--- src/rtl/iovsg_pkg.sv ---
// Shared types and constants of the IO vector to scatter-gather list builder.
`default_nettype none

package iovsg_pkg;

    localparam int ADDR_WIDTH_DEF = 64;

    localparam int OFFSET_W = 64;
    localparam int LEN_W    = 32;
    localparam int KEY_W    = 32;
    localparam int COUNT_W  = 8;
    localparam int STATUS_W = 2;
    localparam int INDEX_W  = 2;

    localparam logic [1:0] PH_SKIP   = 2'd0;
    localparam logic [1:0] PH_EMIT   = 2'd1;
    localparam logic [1:0] PH_CLOSED = 2'd2;

    localparam logic [STATUS_W-1:0] ST_OK        = 2'd0;
    localparam logic [STATUS_W-1:0] ST_TOO_MANY  = 2'd1;
    localparam logic [STATUS_W-1:0] ST_TOO_SHORT = 2'd2;

    localparam logic [INDEX_W-1:0] REG_START_OFFSET    = 2'd0;
    localparam logic [INDEX_W-1:0] REG_TRANSFER_LENGTH = 2'd1;
    localparam logic [INDEX_W-1:0] REG_MAX_ENTRIES     = 2'd2;

    localparam logic [COUNT_W-1:0] MAX_ENTRIES_RST = 8'd4;

    typedef struct packed {
        logic [OFFSET_W-1:0] start_offset;
        logic [LEN_W-1:0]    transfer_length;
        logic [COUNT_W-1:0]  max_entries;
    } cfg_t;

    typedef struct packed {
        logic                entry_valid;
        logic [LEN_W-1:0]    sge_length;
        logic [KEY_W-1:0]    sge_key;
        logic [COUNT_W-1:0]  entry_count;
        logic [STATUS_W-1:0] status;
        logic                list_done;
    } result_t;

endpackage

`default_nettype wire

--- src/rtl/iovec_to_scatter_gather.sv ---
// Top level of the IO vector to scatter-gather list builder.
// A result passes the input register and then the result register.
// Throughput: one IO vector entry per cycle; the input stalls only while the result is not taken.
// Each entry passes an input register, then one pass of skip and clip logic.
// Reset clears the list state and both valid flags, and sets max_entries to 4.
`default_nettype none

module iovec_to_scatter_gather
    import iovsg_pkg::*;
#(
    parameter int ADDR_WIDTH = ADDR_WIDTH_DEF
)
(
    input  wire logic                  clk,
    input  wire logic                  rst_n,
    input  wire logic                  cfg_valid,
    output logic                       cfg_ready,
    input  wire logic [INDEX_W-1:0]    cfg_index,
    input  wire logic [OFFSET_W-1:0]   cfg_data,
    input  wire logic                  in_valid,
    output logic                       in_ready,
    input  wire logic [ADDR_WIDTH-1:0] base_address,
    input  wire logic [LEN_W-1:0]      entry_length,
    input  wire logic [KEY_W-1:0]      memory_key,
    input  wire logic                  last_entry,
    output logic                       out_valid,
    input  wire logic                  out_ready,
    output logic                       entry_valid,
    output logic [ADDR_WIDTH-1:0]      sge_address,
    output logic [LEN_W-1:0]           sge_length,
    output logic [KEY_W-1:0]           sge_key,
    output logic [COUNT_W-1:0]         entry_count,
    output logic [STATUS_W-1:0]        status,
    output logic                       list_done
);

    cfg_t                  cfg;
    logic                  in_valid_reg;
    logic [ADDR_WIDTH-1:0] base_reg;
    logic [LEN_W-1:0]      length_reg;
    logic [KEY_W-1:0]      key_reg;
    logic                  last_reg;
    logic                  advance;
    logic                  fire;
    logic                  res_valid;
    result_t               res;
    logic [ADDR_WIDTH-1:0] res_address;
    result_t               out_res;

    assign in_ready = !in_valid_reg || advance;
    assign fire = in_valid_reg && advance;

    always_ff @(posedge clk or negedge rst_n)
    begin
        if (!rst_n)
        begin
            in_valid_reg <= 1'b0;
        end
        else if (in_ready)
        begin
            in_valid_reg <= in_valid;
        end
    end

    always_ff @(posedge clk)
    begin
        if (in_ready && in_valid)
        begin
            base_reg <= base_address;
            length_reg <= entry_length;
            key_reg <= memory_key;
            last_reg <= last_entry;
        end
    end

    iovsg_cfg u_cfg (
        .clk       (clk),
        .rst_n     (rst_n),
        .cfg_valid (cfg_valid),
        .cfg_ready (cfg_ready),
        .cfg_index (cfg_index),
        .cfg_data  (cfg_data),
        .cfg       (cfg)
    );

    iovsg_engine #(
        .ADDR_WIDTH (ADDR_WIDTH)
    ) u_engine (
        .clk          (clk),
        .rst_n        (rst_n),
        .cfg          (cfg),
        .fire         (fire),
        .base_address (base_reg),
        .entry_length (length_reg),
        .memory_key   (key_reg),
        .last_entry   (last_reg),
        .res_valid    (res_valid),
        .res          (res),
        .res_address  (res_address)
    );

    iovsg_out #(
        .ADDR_WIDTH (ADDR_WIDTH)
    ) u_out (
        .clk         (clk),
        .rst_n       (rst_n),
        .res_valid   (res_valid),
        .res         (res),
        .res_address (res_address),
        .advance     (advance),
        .out_valid   (out_valid),
        .out_ready   (out_ready),
        .out_res     (out_res),
        .out_address (sge_address)
    );

    assign entry_valid = out_res.entry_valid;
    assign sge_length = out_res.sge_length;
    assign sge_key = out_res.sge_key;
    assign entry_count = out_res.entry_count;
    assign status = out_res.status;
    assign list_done = out_res.list_done;

endmodule

`default_nettype wire

--- src/rtl/iovsg_cfg.sv ---
// Configuration register file of the scatter-gather list builder.
`default_nettype none

module iovsg_cfg
    import iovsg_pkg::*;
(
    input  wire logic                clk,
    input  wire logic                rst_n,
    input  wire logic                cfg_valid,
    output logic                     cfg_ready,
    input  wire logic [INDEX_W-1:0]  cfg_index,
    input  wire logic [OFFSET_W-1:0] cfg_data,
    output cfg_t                     cfg
);

    cfg_t cfg_reg;

    assign cfg_ready = 1'b1;
    assign cfg = cfg_reg;

    always_ff @(posedge clk or negedge rst_n)
    begin
        if (!rst_n)
        begin
            cfg_reg.start_offset    <= '0;
            cfg_reg.transfer_length <= '0;
            cfg_reg.max_entries     <= MAX_ENTRIES_RST;
        end
        else if (cfg_valid)
        begin
            unique case (cfg_index)
                REG_START_OFFSET:    cfg_reg.start_offset    <= cfg_data;
                REG_TRANSFER_LENGTH: cfg_reg.transfer_length <= cfg_data[LEN_W-1:0];
                REG_MAX_ENTRIES:     cfg_reg.max_entries     <= cfg_data[COUNT_W-1:0];
                default:
                begin
                end
            endcase
        end
    end

endmodule

`default_nettype wire

--- src/rtl/iovsg_engine.sv ---
// List state and the per-entry skip, clip and close logic.
`default_nettype none

module iovsg_engine
    import iovsg_pkg::*;
#(
    parameter int ADDR_WIDTH = ADDR_WIDTH_DEF
)
(
    input  wire logic                  clk,
    input  wire logic                  rst_n,
    input  wire cfg_t                  cfg,
    input  wire logic                  fire,
    input  wire logic [ADDR_WIDTH-1:0] base_address,
    input  wire logic [LEN_W-1:0]      entry_length,
    input  wire logic [KEY_W-1:0]      memory_key,
    input  wire logic                  last_entry,
    output logic                       res_valid,
    output result_t                    res,
    output logic [ADDR_WIDTH-1:0]      res_address
);

    logic [OFFSET_W-1:0] skipped_reg;
    logic [OFFSET_W-1:0] skipped_next;
    logic [LEN_W-1:0]    covered_reg;
    logic [LEN_W-1:0]    covered_next;
    logic [COUNT_W-1:0]  emitted_reg;
    logic [COUNT_W-1:0]  emitted_next;
    logic [1:0]          phase_reg;
    logic [1:0]          phase_next;

    logic [OFFSET_W-1:0] remain;
    logic [LEN_W-1:0]    in_offset;
    logic [LEN_W-1:0]    avail;
    logic [LEN_W-1:0]    need;
    logic [LEN_W-1:0]    clipped;
    logic                use_entry;
    logic                emitting;
    logic                take;
    logic                done;
    logic [STATUS_W-1:0] status;

    always_comb
    begin
        remain = (cfg.start_offset > skipped_reg) ? cfg.start_offset - skipped_reg : '0;
        skipped_next = skipped_reg;
        covered_next = covered_reg;
        emitted_next = emitted_reg;
        phase_next = phase_reg;
        in_offset = '0;
        use_entry = 1'b1;
        emitting = 1'b0;
        take = 1'b0;
        done = 1'b0;
        status = ST_OK;

        unique case (phase_reg)
            PH_SKIP:
            begin
                if (remain == '0)
                begin
                    emitting = 1'b1;
                end
                else if (remain < OFFSET_W'(entry_length))
                begin
                    skipped_next = cfg.start_offset;
                    in_offset = remain[LEN_W-1:0];
                    emitting = 1'b1;
                end
                else
                begin
                    skipped_next = skipped_reg + OFFSET_W'(entry_length);
                    emitting = (remain == OFFSET_W'(entry_length));
                    use_entry = 1'b0;
                end
            end
            PH_EMIT:
            begin
                emitting = 1'b1;
            end
            default:
            begin
            end
        endcase

        avail = entry_length - in_offset;
        need = cfg.transfer_length - covered_reg;
        clipped = (avail > need) ? need : avail;

        if (emitting)
        begin
            phase_next = PH_EMIT;
            if (covered_reg >= cfg.transfer_length)
            begin
                done = 1'b1;
            end
            else if (use_entry && avail != '0)
            begin
                if (emitted_reg >= cfg.max_entries)
                begin
                    done = 1'b1;
                    status = ST_TOO_MANY;
                end
                else
                begin
                    take = 1'b1;
                    covered_next = covered_reg + clipped;
                    emitted_next = emitted_reg + 1'b1;
                    done = (avail >= need);
                end
            end
        end

        if (phase_reg != PH_CLOSED && !done && last_entry)
        begin
            done = 1'b1;
            status = ST_TOO_SHORT;
        end

        res_valid = fire && phase_reg != PH_CLOSED && (done || take);
        res.entry_valid = take;
        res.sge_length = take ? clipped : '0;
        res.sge_key = take ? memory_key : '0;
        res.entry_count = emitted_next;
        res.status = status;
        res.list_done = done;
        res_address = take ? base_address + ADDR_WIDTH'(in_offset) : '0;

        if (last_entry)
        begin
            skipped_next = '0;
            covered_next = '0;
            emitted_next = '0;
            phase_next = PH_SKIP;
        end
        else if (done)
        begin
            phase_next = PH_CLOSED;
        end
    end

    always_ff @(posedge clk or negedge rst_n)
    begin
        if (!rst_n)
        begin
            skipped_reg <= '0;
            covered_reg <= '0;
            emitted_reg <= '0;
            phase_reg <= PH_SKIP;
        end
        else if (fire)
        begin
            skipped_reg <= skipped_next;
            covered_reg <= covered_next;
            emitted_reg <= emitted_next;
            phase_reg <= phase_next;
        end
    end

endmodule

`default_nettype wire

--- src/rtl/iovsg_out.sv ---
// Result register that holds one scatter-gather result until it is taken.
`default_nettype none

module iovsg_out
    import iovsg_pkg::*;
#(
    parameter int ADDR_WIDTH = ADDR_WIDTH_DEF
)
(
    input  wire logic                  clk,
    input  wire logic                  rst_n,
    input  wire logic                  res_valid,
    input  wire result_t               res,
    input  wire logic [ADDR_WIDTH-1:0] res_address,
    output logic                       advance,
    output logic                       out_valid,
    input  wire logic                  out_ready,
    output result_t                    out_res,
    output logic [ADDR_WIDTH-1:0]      out_address
);

    logic                  out_valid_reg;
    result_t               res_reg;
    logic [ADDR_WIDTH-1:0] address_reg;

    assign advance = !out_valid_reg || out_ready;
    assign out_valid = out_valid_reg;
    assign out_res = res_reg;
    assign out_address = address_reg;

    always_ff @(posedge clk or negedge rst_n)
    begin
        if (!rst_n)
        begin
            out_valid_reg <= 1'b0;
        end
        else if (advance)
        begin
            out_valid_reg <= res_valid;
        end
    end

    always_ff @(posedge clk)
    begin
        if (advance && res_valid)
        begin
            res_reg <= res;
            address_reg <= res_address;
        end
    end

endmodule

`default_nettype wire

--- config.mk ---
export PLATFORM = sky130hd
export DESIGN_NAME = iovec_to_scatter_gather
export DESIGN_NICKNAME = d
export VERILOG_FILES = /design/src/rtl/iovsg_pkg.sv /design/src/rtl/iovec_to_scatter_gather.sv /design/src/rtl/iovsg_cfg.sv /design/src/rtl/iovsg_engine.sv /design/src/rtl/iovsg_out.sv
export SDC_FILE = /design/constraint.sdc
export NUM_CORES = 1
export LEC_CHECK = 0
export BUFFER_PORTS_ARGS = -buffer_cell sky130_fd_sc_hd__buf_4
export CORE_MARGIN = 2
export CORE_UTILIZATION = 57
export DETAILED_ROUTE_END_ITERATION = 6
export PLACE_DENSITY = 0.79
export SETUP_SLACK_MARGIN = 0.02
export SLEW_MARGIN = 30
export SYNTH_ARGS = -nofsm -noshare
export SYNTH_HDL_FRONTEND = slang
export SYNTH_SLANG_ARGS = --single-unit
--- constraint.sdc ---
create_clock -name clk -period 24.2 [get_ports clk]
set_input_delay 4.84 -clock clk [delete_from_list [all_inputs] [get_ports clk]]
set_output_delay 4.84 -clock clk [all_outputs]
set_load 0.05 [all_outputs]
==> impl_metrics.py <==
metrics = {
    "logic_synthesis": {
        "netlist_instances": 3647,
        "avgSynthCellArea_um2": 9.45,
        "synth_edf_count": 269,
        "ys_top_cells_by_area": "edfxtp_1 23%, dfrtp_1 15%, ha_1 11%",
        "syn_nets": 4155,
        "ys_ff_latch": 481,
        "synthFlopType": "edfxtp_1",
        "netlist_area_mm2": 0.0345,
        "synthDistinctLibCells": 103,
        "synth_top_cell_by_area": "edfxtp_1",
        "synthArstFlopShare_pct": 44.1,
        "yosysSeqAreaShare_pct": 38.8,
        "yosysWarnings": 0,
        "synth_top_area_share_pct": 23.4,
    },
    "cts": {
        "h-tree-depth": 2,
        "clkSinkCount": 481,
        "clkTransAtPathRegs_ps": 60,
        "cts_inserted_buffers": 53,
        "post_cts_resized": 0,
        "root_buffer": "clkbuf_16",
        "cts_tree": "yes",
        "clk_latency_ps": 650,
        "cts_setup_buffers": 0,
        "clock_path_buffers": 3,
        "cts-hold-fix-buffers": 0,
    },
    "critical_path": {
        "crit_required_ps": 24770,
        "cp_common_cell": "a21oi_1",
        "critPathMaxFanout": 58,
        "critPathKind": "reg -> reg",
        "cpPeakStageDelay_ps": 840,
        "worstReg2RegEnd": "u_engine.covered_reg[31]",
        "slowest_stage": "a2111oi_0",
        "worstSetupStartpoint": "u_cfg.cfg[40]",
        "rr_worst_depth": 64,
        "r2r_start": "u_cfg.cfg[40]",
        "crit_path_end": "u_engine.covered_reg[31]",
        "r2r_slack_ps": 7990,
        "start_kind": "flop",
        "arrival_ps": 16780,
        "cp-end-kind": "flop",
    },
    "power_and_ir_drop": {
        "p_per_area_mw_per_mm2": 159,
        "p_leak_nw": 17.0,
        "peakVddDrop_v": 0.000106,
    },
    "cells_and_area": {
        "largest_register_ffs": 104,
        "finalNonFillerCells": 4763,
        "drive_gt1_share_pct": 16.5,
        "filler_cell_count": 4955,
        "fin_nets": 4444,
        "final_core_util_pct": 65.8,
        "multiInputGateArea_mm2": 0.0195,
        "area_growth_syn_to_layout_pct": 14.5,
        "ff_latch_area_mm2": 0.0134,
    },
    "timing": {
        "final_max_slew_viol_count": 0,
        "finalSetupViolCount": 0,
        "setup_ws_ps": 7990,
        "whs_ps": 508,
        "worst_slew_pin_slew_ps": 1020,
        "rsz0062_at_grt": "false",
        "hold_viol_final": 0,
        "slew_headroom_pct": 31.7,
        "max_freq_ghz": 0.0617,
        "final.setup.tns_ps": 0,
        "finalCritPeriodShare_pct": 67.0,
        "finalClockSkew_ps": 62.7,
        "fin_crit_ps": 16210,
    },
    "floorplan": {
        "die_x_um": 250,
        "num_rows": 90,
        "start_util_pct": 57.4,
        "core_mm2": 0.0600,
        "die_h_um": 250,
        "die_area_mm2": 0.0625,
        "ios": 343,
    },
    "global_route": {
        "grt_pass1_vias": 28631,
        "gr-usage-all-layers_pct": 32.9,
        "antenna_found_initial": 2,
        "grt_max_degree": 141,
        "grt_pass1_wl_mm": 161,
        "gr-total-overflow": 0,
    },
    "run_status": {
        "status": "finished clean",
    },
    "route": {
        "drc_errors": 0,
        "routed_via_density": 6.22,
        "wire_per_inst_um": 21.9,
        "drtAntennaViolNets": 0,
        "drtIter0Drc": 2512,
        "firstDrtPassIters": 6,
        "num_vias": 29636,
        "wirelength_mm": 104,
    },
    "flow_run": {
        "drv_cap": 0,
    },
    "min_path": {
        "hold_depth": 1,
        "hold_path_class": "reg -> reg",
    },
    "placement": {
        "dpl.cell_count": 4663,
        "routabilityCongestion": 1.00,
        "port-buffer-count": 341,
        "pre_cts_ws_ps": 8520,
        "dp_hpwl_mm": 81.0,
    },
}
-- critical path: cells and delay by family (launching register included) --
kind / cells / cell delay [ps]
xor gates and xnor gates: 2 / 340
and+or+nand+nor: 13 / 2390
buffers and inverters: 7 / 1600
muxes: 1 / 410
AOI/OAI and AO/OA: 35 / 9300
DFF: 1 / 370
adders and majority gates: 6 / 1620
-- per-layer routing --
| layer | share of wire [%] | GRT usage (%) | vias to the layer above |
|---|---|---|---|
| met5 | 0 | 0 | - |
| met4 | 6.1 | 18.3 | 0 |
| met3 | 7.5 | 4.83 | 272 |
| met2 | 45 | 52.6 | 1296 |
| met1 | 41 | 43.1 | 14124 |
| li1 | - | - | 13944 |
-- cells in the final DEF (no fill, tap or decap), types with 48 or more instances in the layout --
master	Yosys	routed
ha_1	302	302
mux2_2	130	130
buf_4	15	362
edfxtp_1	269	269
nor2_1	258	257
xor2_1	87	87
clkbuf_16	0	53
a21o_1	100	100
nor3_1	63	63
o21ai_0	175	172
nand4_1	88	88
nand3_1	81	81
nand2b_1	52	52
a21oi_1	290	290
xnor2_1	115	115
o2bb2ai_1	48	48
and2_1	83	82
dfrtp_1	211	211
inv_1	272	272
nand2_1	284	284
-- cell type report --
type / count / area share, %
flip-flops and latches: 481 / 33.9
well taps: 782 / 2.48
clock inverters: 36 / 1.10
clock buffers: 62 / 3.50
repair buffers: 365 / 7.00
diodes: 2 / 0.0127
multi-input cells: 2762 / 49.4
inverters: 273 / 2.60
-- per-stage QoR --
step / cell area (um^2) / total power, mW
floorplan: 34500 / 4.28
detailed placement: 37700 / 5.34
finish: 39500 / 6.27
global route: 39500 / 6.71
global placement: 37700 / 5.28
CTS: 39500 / 6.22
-- synthesized netlist by cell type, drive strengths merged (7+ instances only) --
library cell	number
a211o	9
nor4	29
or3	34
nand2	285
o2bb2ai	58
or2	18
inv	273
o211ai	20
buf	62
dfrtp	211
and4	12
clkbuf	69
nand2b	52
a21oi	291
xor2	87
nor3	64
a211oi	29
a21o	100
and3	46
o31ai	42
o21bai	29
mux2	130
a21boi	7
o21ai	193
nand4	90
or4	12
xnor2	115
a31o	10
and2	83
edfxtp	269
nand3	82
nor2	261
a31oi	25
mux2i	11
a22o	34
o21a	39
nor2b	43
ha	302
-- where the power goes --
part	internal [mW]	total (mW)	switching, mW
clock	0.489	0.848	0.360
sequential	1.12	1.26	0.136
combinational	1.52	4.17	2.64
-- cells by family (layout without fill, tap and decap cells) --
| logic type | Yosys count | count (layout) | synth area share [%] |
|---|---|---|---|
| AOI/OAI and AO/OA | 972 | 972 | 18.7 |
| xor gates and xnor gates | 202 | 202 | 5.13 |
| adders and majority gates | 308 | 308 | 11.3 |
| buffers and inverters | 404 | 736 | 4.77 |
| DFF | 481 | 481 | 38.8 |
| muxes | 141 | 141 | 4.57 |
| other | 1 | 3 | 0.0109 |
| and+or+nand+nor | 1138 | 1138 | 16.7 |
-- worst min path at each step --
stage	end	startpoint
2_1_floorplan	u_engine.skipped_reg[1]	u_engine.skipped_reg[1]
3_3_place_gp	u_cfg.cfg[5]	u_cfg.cfg[5]
3_5_place_dp	u_cfg.cfg[5]	u_cfg.cfg[5]
4_1_cts	u_cfg.cfg[5]	u_cfg.cfg[5]
5_1_grt	u_cfg.cfg[1]	u_cfg.cfg[1]
6_report	u_cfg.cfg[1]	u_cfg.cfg[1]
No activity file was read; power rests on OpenSTA's default activity.
